`src/hdl/sfcrd_pkg.sv`:
```
`default_nettype none
package sfcrd_pkg;

   localparam int NUM_STEPS = 6;
   localparam int STEP_W    = $clog2(NUM_STEPS);
   localparam int TBL_W     = 4;
   localparam int TBL_DEPTH = 1 << TBL_W;

   localparam logic [STEP_W-1:0] LAST_STEP = STEP_W'(NUM_STEPS - 1);

   localparam logic [7:0] STEP_THR [0:TBL_DEPTH-1] = '{
      8'd0,  8'd60, 8'd61, 8'd62, 8'd63, 8'd64, 8'd65, 8'd66,
      8'd67, 8'd68, 8'd69, 8'd70, 8'd71, 8'd72, 8'd73, 8'd74
   };

   localparam logic [6:0] STEP_DUTY [0:TBL_DEPTH-1] = '{
      7'd50,  7'd60,  7'd70,  7'd80,  7'd90,  7'd100, 7'd100, 7'd100,
      7'd100, 7'd100, 7'd100, 7'd100, 7'd100, 7'd100, 7'd100, 7'd100
   };

   localparam logic [1:0] CSR_DOWN_HYST = 2'd0;
   localparam logic [1:0] CSR_WINDOW    = 2'd1;
   localparam logic [1:0] CSR_CONFIRM   = 2'd2;

   localparam logic COMMAND_POLL = 1'b0;
   localparam logic COMMAND_TICK = 1'b1;

   typedef struct packed {
      logic [7:0]       value;
      logic             use_hyst;
      logic [TBL_W-1:0] index;
   } cmp_req_type;

endpackage
`default_nettype wire

```
`src/hdl/sfcrd_if.sv`:
```
`default_nettype none
interface sfcrd_req_if;
   logic       valid;
   logic       ready;
   logic       command;
   logic [7:0] temperature;
   logic [7:0] confirm_temperature;
   logic       system_active;

   modport source (output valid, command, temperature, confirm_temperature, system_active,
                   input ready);
   modport sink (input valid, command, temperature, confirm_temperature, system_active,
                 output ready);
endinterface

interface sfcrd_rsp_if;
   logic       valid;
   logic       ready;
   logic [6:0] duty_pct;
   logic       fan_power;
   logic [2:0] step_index;
   logic       window_pending;

   modport source (output valid, duty_pct, fan_power, step_index, window_pending,
                   input ready);
   modport sink (input valid, duty_pct, fan_power, step_index, window_pending,
                 output ready);
endinterface

interface sfcrd_csr_if;
   logic        valid;
   logic        ready;
   logic [1:0]  index;
   logic [15:0] data;

   modport source (output valid, index, data, input ready);
   modport sink (input valid, index, data, output ready);
endinterface
`default_nettype wire

```
`src/hdl/stepped_fan_curve_rampdown_delay.sv`:
```
`default_nettype none
// Stepped fan curve controller. Temperature polls move a step index through the
// first six entries of a 16-entry threshold/duty table; ramp-up is immediate
// (optionally confirmed by a second reading), ramp-down waits for a window
// counted down by tick items. Each item gives one response carrying the duty,
// fan power, step and window state after that item. Items are handled one at a
// time on a single shared threshold comparator, one compare per cycle: a tick
// or inactive poll goes straight to its response, and an active poll makes more
// compares the more steps it walks up or down; a ramp-down through the whole
// table is the longest case.
// The response is held until taken, during which no new item is accepted.
// Configuration writes are taken at any time and must be issued while idle.
module stepped_fan_curve_rampdown_delay (
   input wire logic    clock,
   input wire logic    reset,
   sfcrd_req_if.sink   req_if,
   sfcrd_rsp_if.source rsp_if,
   sfcrd_csr_if.sink   csr_if
);

   typedef enum logic [7:0] {
      S_IDLE  = 8'b0000_0001,
      S_CONF  = 8'b0000_0010,
      S_CONF2 = 8'b0000_0100,
      S_TOP   = 8'b0000_1000,
      S_UP    = 8'b0001_0000,
      S_LOW   = 8'b0010_0000,
      S_DOWN  = 8'b0100_0000,
      S_OUT   = 8'b1000_0000
   } state_type;

   state_type                        state_ff, state_in;
   logic [sfcrd_pkg::STEP_W-1:0]     step_ff, step_in;
   logic                             armed_ff, armed_in;
   logic [15:0]                      rem_ff, rem_in;
   logic                             fan_ff, fan_in;
   logic                             raised_ff, raised_in;
   logic [7:0]                       temp_ff, temp_in;
   logic [7:0]                       temp2_ff;
   logic [3:0]                       hyst_ff;
   logic [15:0]                      wticks_ff;
   logic                             confirm_ff;

   sfcrd_pkg::cmp_req_type           cmp_req;
   logic                             below;
   logic [sfcrd_pkg::TBL_W-1:0]      step_tbl;
   logic [sfcrd_pkg::TBL_W-1:0]      next_tbl;
   logic                             not_top;
   logic                             is_low;
   logic                             req_fire;

   assign step_tbl = sfcrd_pkg::TBL_W'(step_ff);
   assign next_tbl = step_tbl + sfcrd_pkg::TBL_W'(1);
   assign not_top  = step_ff < sfcrd_pkg::LAST_STEP;
   assign is_low   = (step_ff != '0) && below;
   assign req_fire = req_if.valid && req_if.ready;

   sfcrd_cmp_unit u_cmp (
      .cmp_req   (cmp_req),
      .down_hyst (hyst_ff),
      .below     (below)
   );

   always_comb begin
      cmp_req.value    = temp_ff;
      cmp_req.use_hyst = 1'b0;
      cmp_req.index    = next_tbl;
      case (state_ff)
         S_CONF2: begin
            cmp_req.value = temp2_ff;
         end
         S_TOP: begin
            cmp_req.index = sfcrd_pkg::TBL_W'(sfcrd_pkg::LAST_STEP);
         end
         S_LOW, S_DOWN: begin
            cmp_req.use_hyst = 1'b1;
            cmp_req.index    = step_tbl;
         end
         default: begin
         end
      endcase
   end

   always_comb begin
      state_in  = state_ff;
      step_in   = step_ff;
      armed_in  = armed_ff;
      rem_in    = rem_ff;
      fan_in    = fan_ff;
      raised_in = raised_ff;
      temp_in   = temp_ff;
      case (state_ff)
         S_IDLE: begin
            if (req_fire) begin
               temp_in   = req_if.temperature;
               raised_in = 1'b0;
               if (req_if.command == sfcrd_pkg::COMMAND_TICK) begin
                  if (armed_ff && rem_ff != 16'd0) begin
                     rem_in = rem_ff - 16'd1;
                  end
                  state_in = S_OUT;
               end else if (!req_if.system_active) begin
                  fan_in   = 1'b0;
                  state_in = S_OUT;
               end else begin
                  fan_in   = 1'b1;
                  state_in = S_CONF;
               end
            end
         end
         S_CONF: begin
            if (confirm_ff && not_top && !below) begin
               state_in = S_CONF2;
            end else begin
               state_in = S_TOP;
            end
         end
         S_CONF2: begin
            if (!below) begin
               temp_in  = temp2_ff;
               state_in = S_TOP;
            end else begin
               state_in = S_OUT;
            end
         end
         S_TOP: begin
            if (!below) begin
               step_in  = sfcrd_pkg::LAST_STEP;
               armed_in = 1'b0;
               rem_in   = 16'd0;
               state_in = S_OUT;
            end else begin
               state_in = S_UP;
            end
         end
         S_UP: begin
            if (not_top && !below) begin
               step_in   = step_ff + sfcrd_pkg::STEP_W'(1);
               raised_in = 1'b1;
            end else if (raised_ff) begin
               armed_in = 1'b0;
               rem_in   = 16'd0;
               state_in = S_OUT;
            end else begin
               state_in = S_LOW;
            end
         end
         S_LOW: begin
            if (is_low) begin
               if (!armed_ff) begin
                  armed_in = 1'b1;
                  rem_in   = wticks_ff;
                  state_in = S_OUT;
               end else if (rem_ff != 16'd0) begin
                  state_in = S_OUT;
               end else begin
                  state_in = S_DOWN;
               end
            end else begin
               armed_in = 1'b0;
               rem_in   = 16'd0;
               state_in = S_OUT;
            end
         end
         S_DOWN: begin
            if (is_low) begin
               step_in = step_ff - sfcrd_pkg::STEP_W'(1);
            end else begin
               armed_in = 1'b0;
               rem_in   = 16'd0;
               state_in = S_OUT;
            end
         end
         S_OUT: begin
            if (rsp_if.ready) begin
               state_in = S_IDLE;
            end
         end
         default: begin
            state_in = S_IDLE;
         end
      endcase
   end

   always_ff @(posedge clock) begin
      if (reset) begin
         state_ff   <= S_IDLE;
         step_ff    <= '0;
         armed_ff   <= 1'b0;
         rem_ff     <= 16'd0;
         fan_ff     <= 1'b0;
         raised_ff  <= 1'b0;
         hyst_ff    <= 4'd0;
         wticks_ff  <= 16'd60;
         confirm_ff <= 1'b1;
      end else begin
         state_ff  <= state_in;
         step_ff   <= step_in;
         armed_ff  <= armed_in;
         rem_ff    <= rem_in;
         fan_ff    <= fan_in;
         raised_ff <= raised_in;
         if (csr_if.valid) begin
            case (csr_if.index)
               sfcrd_pkg::CSR_DOWN_HYST: hyst_ff    <= csr_if.data[3:0];
               sfcrd_pkg::CSR_WINDOW:    wticks_ff  <= csr_if.data;
               sfcrd_pkg::CSR_CONFIRM:   confirm_ff <= csr_if.data[0];
               default: begin
               end
            endcase
         end
      end
   end

   always_ff @(posedge clock) begin
      temp_ff <= temp_in;
      if (req_fire) begin
         temp2_ff <= req_if.confirm_temperature;
      end
   end

   assign req_if.ready          = (state_ff == S_IDLE);
   assign csr_if.ready          = 1'b1;
   assign rsp_if.valid          = (state_ff == S_OUT);
   assign rsp_if.duty_pct       = sfcrd_pkg::STEP_DUTY[step_tbl];
   assign rsp_if.fan_power      = fan_ff;
   assign rsp_if.step_index     = step_tbl[2:0];
   assign rsp_if.window_pending = armed_ff;

   a_step_range: assert property (@(posedge clock) disable iff (reset)
      step_ff <= sfcrd_pkg::LAST_STEP)
      else $error("step index past last table entry");

   a_window_idle: assert property (@(posedge clock) disable iff (reset)
      !armed_ff |-> rem_ff == 16'd0)
      else $error("window count nonzero while no window armed");

   a_one_at_a_time: assert property (@(posedge clock) disable iff (reset)
      rsp_if.valid |-> !req_if.ready)
      else $error("new item taken while response pending");

   a_return_idle: assert property (@(posedge clock) disable iff (reset)
      rsp_if.valid && rsp_if.ready |=> req_if.ready)
      else $error("not ready after response taken");

endmodule
`default_nettype wire

```
`src/hdl/sfcrd_cmp_unit.sv`:
```
`default_nettype none
module sfcrd_cmp_unit (
   input  wire sfcrd_pkg::cmp_req_type cmp_req,
   input  wire logic [3:0]             down_hyst,
   output logic                        below
);

   logic [8:0] lhs;
   logic [8:0] rhs;

   // value (+ hysteresis) < threshold of the selected step
   assign lhs   = {1'b0, cmp_req.value} + (cmp_req.use_hyst ? {5'b0, down_hyst} : 9'd0);
   assign rhs   = {1'b0, sfcrd_pkg::STEP_THR[cmp_req.index]};
   assign below = lhs < rhs;

endmodule
`default_nettype wire
```
`src/flat_wrapper.sv`:
```
// flat-port wrapper written by rule: the top's interface ports become plain ports
module stepped_fan_curve_rampdown_delay_flat 
  (clock, reset, req_if_valid, req_if_command, req_if_temperature, req_if_confirm_temperature, req_if_system_active, req_if_ready, rsp_if_valid, rsp_if_duty_pct, rsp_if_fan_power, rsp_if_step_index, rsp_if_window_pending, rsp_if_ready, csr_if_valid, csr_if_index, csr_if_data, csr_if_ready);
  sfcrd_req_if req_if_i ();
  sfcrd_rsp_if rsp_if_i ();
  sfcrd_csr_if csr_if_i ();
  input wire logic clock;
  input wire logic reset;
  input wire logic [$bits(req_if_i.valid)-1:0] req_if_valid;
  input wire logic [$bits(req_if_i.command)-1:0] req_if_command;
  input wire logic [$bits(req_if_i.temperature)-1:0] req_if_temperature;
  input wire logic [$bits(req_if_i.confirm_temperature)-1:0] req_if_confirm_temperature;
  input wire logic [$bits(req_if_i.system_active)-1:0] req_if_system_active;
  output wire logic [$bits(req_if_i.ready)-1:0] req_if_ready;
  output wire logic [$bits(rsp_if_i.valid)-1:0] rsp_if_valid;
  output wire logic [$bits(rsp_if_i.duty_pct)-1:0] rsp_if_duty_pct;
  output wire logic [$bits(rsp_if_i.fan_power)-1:0] rsp_if_fan_power;
  output wire logic [$bits(rsp_if_i.step_index)-1:0] rsp_if_step_index;
  output wire logic [$bits(rsp_if_i.window_pending)-1:0] rsp_if_window_pending;
  input wire logic [$bits(rsp_if_i.ready)-1:0] rsp_if_ready;
  input wire logic [$bits(csr_if_i.valid)-1:0] csr_if_valid;
  input wire logic [$bits(csr_if_i.index)-1:0] csr_if_index;
  input wire logic [$bits(csr_if_i.data)-1:0] csr_if_data;
  output wire logic [$bits(csr_if_i.ready)-1:0] csr_if_ready;
  assign req_if_i.valid = req_if_valid;
  assign req_if_i.command = req_if_command;
  assign req_if_i.temperature = req_if_temperature;
  assign req_if_i.confirm_temperature = req_if_confirm_temperature;
  assign req_if_i.system_active = req_if_system_active;
  assign req_if_ready = req_if_i.ready;
  assign rsp_if_valid = rsp_if_i.valid;
  assign rsp_if_duty_pct = rsp_if_i.duty_pct;
  assign rsp_if_fan_power = rsp_if_i.fan_power;
  assign rsp_if_step_index = rsp_if_i.step_index;
  assign rsp_if_window_pending = rsp_if_i.window_pending;
  assign rsp_if_i.ready = rsp_if_ready;
  assign csr_if_i.valid = csr_if_valid;
  assign csr_if_i.index = csr_if_index;
  assign csr_if_i.data = csr_if_data;
  assign csr_if_ready = csr_if_i.ready;
  stepped_fan_curve_rampdown_delay u_core (.clock(clock), .reset(reset), .req_if(req_if_i), .rsp_if(rsp_if_i), .csr_if(csr_if_i));
endmodule
```
`config.mk`:
```
export PLATFORM = sky130hd
export DESIGN_NAME = stepped_fan_curve_rampdown_delay_flat
export DESIGN_NICKNAME = d
export VERILOG_FILES = /design/src/hdl/sfcrd_pkg.sv /design/src/hdl/sfcrd_if.sv /design/src/hdl/stepped_fan_curve_rampdown_delay.sv /design/src/hdl/sfcrd_cmp_unit.sv /design/src/flat_wrapper.sv
export SDC_FILE = /design/constraint.sdc
export NUM_CORES = 1
export LEC_CHECK = 0
export BUFFER_PORTS_ARGS = -buffer_cell sky130_fd_sc_hd__buf_2
export CAP_MARGIN = 10
export CORE_MARGIN = 3
export CORE_UTILIZATION = 55
export CTS_CLUSTER_SIZE = 20
export DETAILED_ROUTE_END_ITERATION = 10
export GPL_TIMING_DRIVEN = 0
export PLACE_DENSITY = 0.77
export SYNTH_ARGS = -nofsm -noshare
export SYNTH_HDL_FRONTEND = slang
export SYNTH_HIERARCHICAL = 1
export SYNTH_SLANG_ARGS = --single-unit
```
`constraint.sdc`:
```
create_clock -name clock -period 11.1 [get_ports clock]
set_input_delay 0 -clock clock [delete_from_list [all_inputs] [get_ports clock]]
set_output_delay 0 -clock clock [all_outputs]
set_load 0.05 [all_outputs]
```
==> flow_summary_export.csv <==
group,metric,value,unit
detailed_routing,wl_met3,806,um
placement,dp_hpwl,7490,um
synth,synthAdderAreaFrac,0.0643,
placement,dpl-instance-area,4500,um2
detailed_routing,drt-total-wl,11300,um
detailed_routing,drtPass1Iterations,5,
placement,port_buffers,52,
detailed_routing,met2_length,5260,um
global_route,gr-total-overflow,0,
detailed_routing,ant_nets,0,
detailed_routing,vias,3956,
global_route,grt_max_degree,13,
synth,ys_ff_latch,67,
final_layout,fin_cells,683,
die,die_h,92.6,um
timing,finalSetupViolations,0,
synth,synthMuxAreaShare,0.0246,
detailed_routing,wl_per_cell,16.6,um
global_route,grt_pass1_wl,18600,um
timing,finalClockSkew,0.0113,ns
worst_setup_path,cp-start-kind,"flip-flop",
placement,dpl.cell_count,632,
die,rows,30,
final_layout,diodes,0,
synth,synth-edff-count,16,
synth,seq_area_frac_synth,0.364,
synth,ys_async_sr_fraction,0,
final_layout,drive_gt1_frac,0.177,
global_route,antenna_found_initial,0,
die,die_x,92.6,um
worst_setup_path,cp_data_required_time,11.32,ns
worst_setup_path,cp_max_fo,9,
cts,htreeDepth,3,
worst_setup_path,endpoint_kind,"flip-flop",
power_and_ir_drop,power.total,0.612,mW
synth,syn_area_per_cell,8.52,um2
cts,cts-root-buf,"clkbuf_8",
detailed_routing,drt_iter0_drc,268,
cts,clock_path_buffers,2,
final_layout,fin_nets,643,
timing,finalSetupTns,0,ns
worst_hold_path,hold_class,"primary input to flip-flop",
cts,cts_tree,"done",
die,start_util,0.588,
timing,period_share,0.539,
run,drv_cap,0,
cts,cts_setup_buffers,0,
power_and_ir_drop,p_leak,2.18,nW
worst_setup_path,cp_slowest_cell,"or4_4",
worst_setup_path,slowest_delay,0.59,ns
final_layout,synthToLayoutAreaGrowth,22.6,%
run_status,status,"completed",
timing,slew_viol_final,0,
cts,clkLatencyLatePin,0.36,ns
synth,synth.distinct_cells,68,
detailed_routing,viasPerCell,5.79,
global_route,grt_pass1_vias,3883,
die,ioPinCount,56,
power_and_ir_drop,peakVddDrop,109,uV
global_route,grt_util_all_layers,0.273,
synth,synth-main-ff-cell,"dfxtp_1",
timing,rsz0062_at_grt,"no",
synth,synthesis.nets,545,
timing,hold_ws,0.0441,ns
cts,cts_resized,0,
cts,postCtsHoldBufs,35,
detailed_routing,drc,0,
placement,finalWeightedCongestion,0.918,
detailed_routing,topRoutingLayerUsed,"met4",
timing,relSlewSlack,0.289,
final_layout,fin_area,5060,um2
detailed_routing,met1_length,5020,um
synth,synthXorXnorAreaFrac,0.0425,
synth,yosysWarnings,6,
timing,max_freq,167,MHz
timing,finalHoldViolations,0,
worst_setup_path,path_cells,"or4_4 > nor3_1 > nand3b_2 > nand2_1 > nand2_1 > ha_1 > fa_1 > a21o_1 > a21oi_2 > nor2_1 > xor2_1 > ha_1 > nand2_1 > nor3_1 > o21a_1 > a211oi_2 > inv_1 > and2_1 > a21boi_0 > o211ai_2 > a2111oi_2 > nor3_1",
cts,clk_pin_slew,0.07,ns
die,fp.coreArea,7020,um2
cts,cts_buffers,9,
synth,synth_compound_area_frac,0.183,
worst_setup_path,cp_num_buf_inv,1,
cts,cts.sinks,67,
synth,syn_inst,484,
synth,netlist_area,4120,um2
timing,post-route-min-period,5.98,ns
worst_setup_path,cp.arrival,6.20,ns
synth,synth_top_family_by_area,"simple AND/OR/NAND/NOR gates",
worst_setup_path,critPathTopFamily,"compound AO/OA/AOI/OAI gates",
power_and_ir_drop,p_per_area,121,nW/um2
die,die_area,8570,um2
worst_setup_path,critPathKind,"flip-flop to flip-flop",
timing,worst_slew_pin_slew,1.05,ns
synth,synthSimpleGateAreaFrac,0.275,
-- worst paths after layout --
| path | from | to | slack (ns) | cells after the start |
|---|---|---|---|---|
| max | u_core/state_ff[0]$_SDFFE_PP1P_ | u_core/rem_ff[1]$_SDFFE_PP0P_ | 5.12 | 22 |
| min | reset | u_core/rem_ff[14]$_SDFFE_PP0P_ | 0.04 | 2 |
| max reg2reg | u_core/state_ff[0]$_SDFFE_PP1P_ | u_core/rem_ff[1]$_SDFFE_PP0P_ | 5.12 | 22 |
| min reg2reg | u_core/wticks_ff[8]$_SDFFE_PP0P_ | u_core/wticks_ff[8]$_SDFFE_PP0P_ | 0.47 | 2 |
-- synth_stat cells (3+ instances only) --
master	n	area, um2
nand3_1	15	75.1
buf_2	5	25.0
nand2_1	97	364
nor2b_1	6	37.5
o21ai_0	16	80.1
nor4_1	8	50.1
xor2_1	9	78.8
a21oi_1	38	190
dfxtp_1	51	1020
a211oi_1	3	22.5
edfxtp_1	16	480
o21a_1	3	22.5
nor2_1	28	105
nand2b_1	4	25.0
nand3b_1	6	45.0
nor3_1	12	60.1
nor3b_1	5	37.5
inv_1	15	56.3
ha_1	18	225
a21boi_0	3	22.5
a211oi_2	3	37.5
a22oi_1	10	75.1
mux2i_1	9	90.1
clkbuf_1	13	48.8
a21o_1	4	30.0
and2_1	5	31.3
nand4_1	3	18.8
and3_1	3	18.8
a22o_1	5	43.8
xnor2_1	11	96.3
buf_6	3	33.8
buf_4	3	22.5
a311oi_1	9	78.8
-- final cells by class --
| class | count | area, um2 |
|---|---|---|
| Tap cell | 96 | 120 |
| Inverter | 15 | 56.3 |
| Fill cell | 560 | 1960 |
| Sequential cell | 67 | 1500 |
| Clock inverter | 6 | 63.8 |
| Clock buffer | 10 | 138 |
| Multi-Input combinational cell | 378 | 2440 |
| Timing Repair Buffer | 87 | 611 |
| Buffer | 24 | 130 |
-- registers in the layout, indices dropped and copies added (netlist names) --
| signal | count |
|---|---|
| u_core/rsp_if.fan_power | 1 |
| u_core/confirm_ff | 1 |
| u_core/rsp_if.step_index | 3 |
| u_core/temp_ff | 8 |
| u_core/temp2_ff | 8 |
| u_core/raised_ff | 1 |
| u_core/rem_ff | 16 |
| u_core/state_ff | 8 |
| u_core/rsp_if.window_pending | 1 |
| u_core/wticks_ff | 16 |
| u_core/hyst_ff | 4 |
-- power by group --
part	internal [mW]	switching, mW	total [mW]
sequential	0.270	0.0109	0.281
clock	0.110	0.0995	0.209
combinational	0.0469	0.0744	0.121
-- per-layer routing --
metal  up-vias  global-route usage
li1       1924                   -
met1      1855               0.362
met2       154               0.448
met3        23              0.0447
met4         0               0.101
met5         -                   0
-- logic make-up after synthesis --
logic type,count (synthesis)
buffers and inverters,39
AO/OA/AOI/OAI,109
XOR/XNOR,20
flip-flops,67
multiplexers,10
adder cells (fa/ha/maj),20
AND/OR/NAND/NOR,217
other,2
-- worst reg2reg max path, delay by kind of cell (launching register included) --
kind                     cells  cell delay, ns
AO/OA/AOI/OAI                7            2.20
XOR/XNOR                     1            0.15
buffers and inverters        1            0.22
adder cells (fa/ha/maj)      3            0.97
AND/OR/NAND/NOR             10            1.92
flip-flops                   1            0.39
-- cell usage in the layout (no fill, tap or decap), types with 3 or more instances in the layout --
cell           count
mux2i_1            9
and3_1             3
a21o_1             4
buf_6              3
nor3b_1            5
buf_4              3
xnor2_1           11
dlygate4sd3_1     35
a211oi_1           3
nand3_1           15
nand2b_1           4
ha_1              18
nand3b_1           6
inv_1             15
o21a_1             3
nand2_1           97
nor2b_1            6
a211oi_2           3
a22o_1             5
xor2_1             9
a21oi_1           38
nor4_1             8
dfxtp_1           51
o21ai_0           16
edfxtp_1          16
clkbuf_8          10
a21boi_0           3
buf_2             57
a311oi_1           9
a22oi_1           10
nand4_1            3
and2_1             5
clkbuf_1          13
nor2_1            28
nor3_1            12
-- through the flow --
stage / worst slack, ns / util
finish: 5.12 / 0.720
global route: 4.75 / 0.720
CTS: 5.26 / 0.720
detailed placement: 5.33 / 0.642
global placement: 5.37 / 0.642
floorplan: 6.18 / -
No activity file was read; power rests on OpenSTA's default activity.
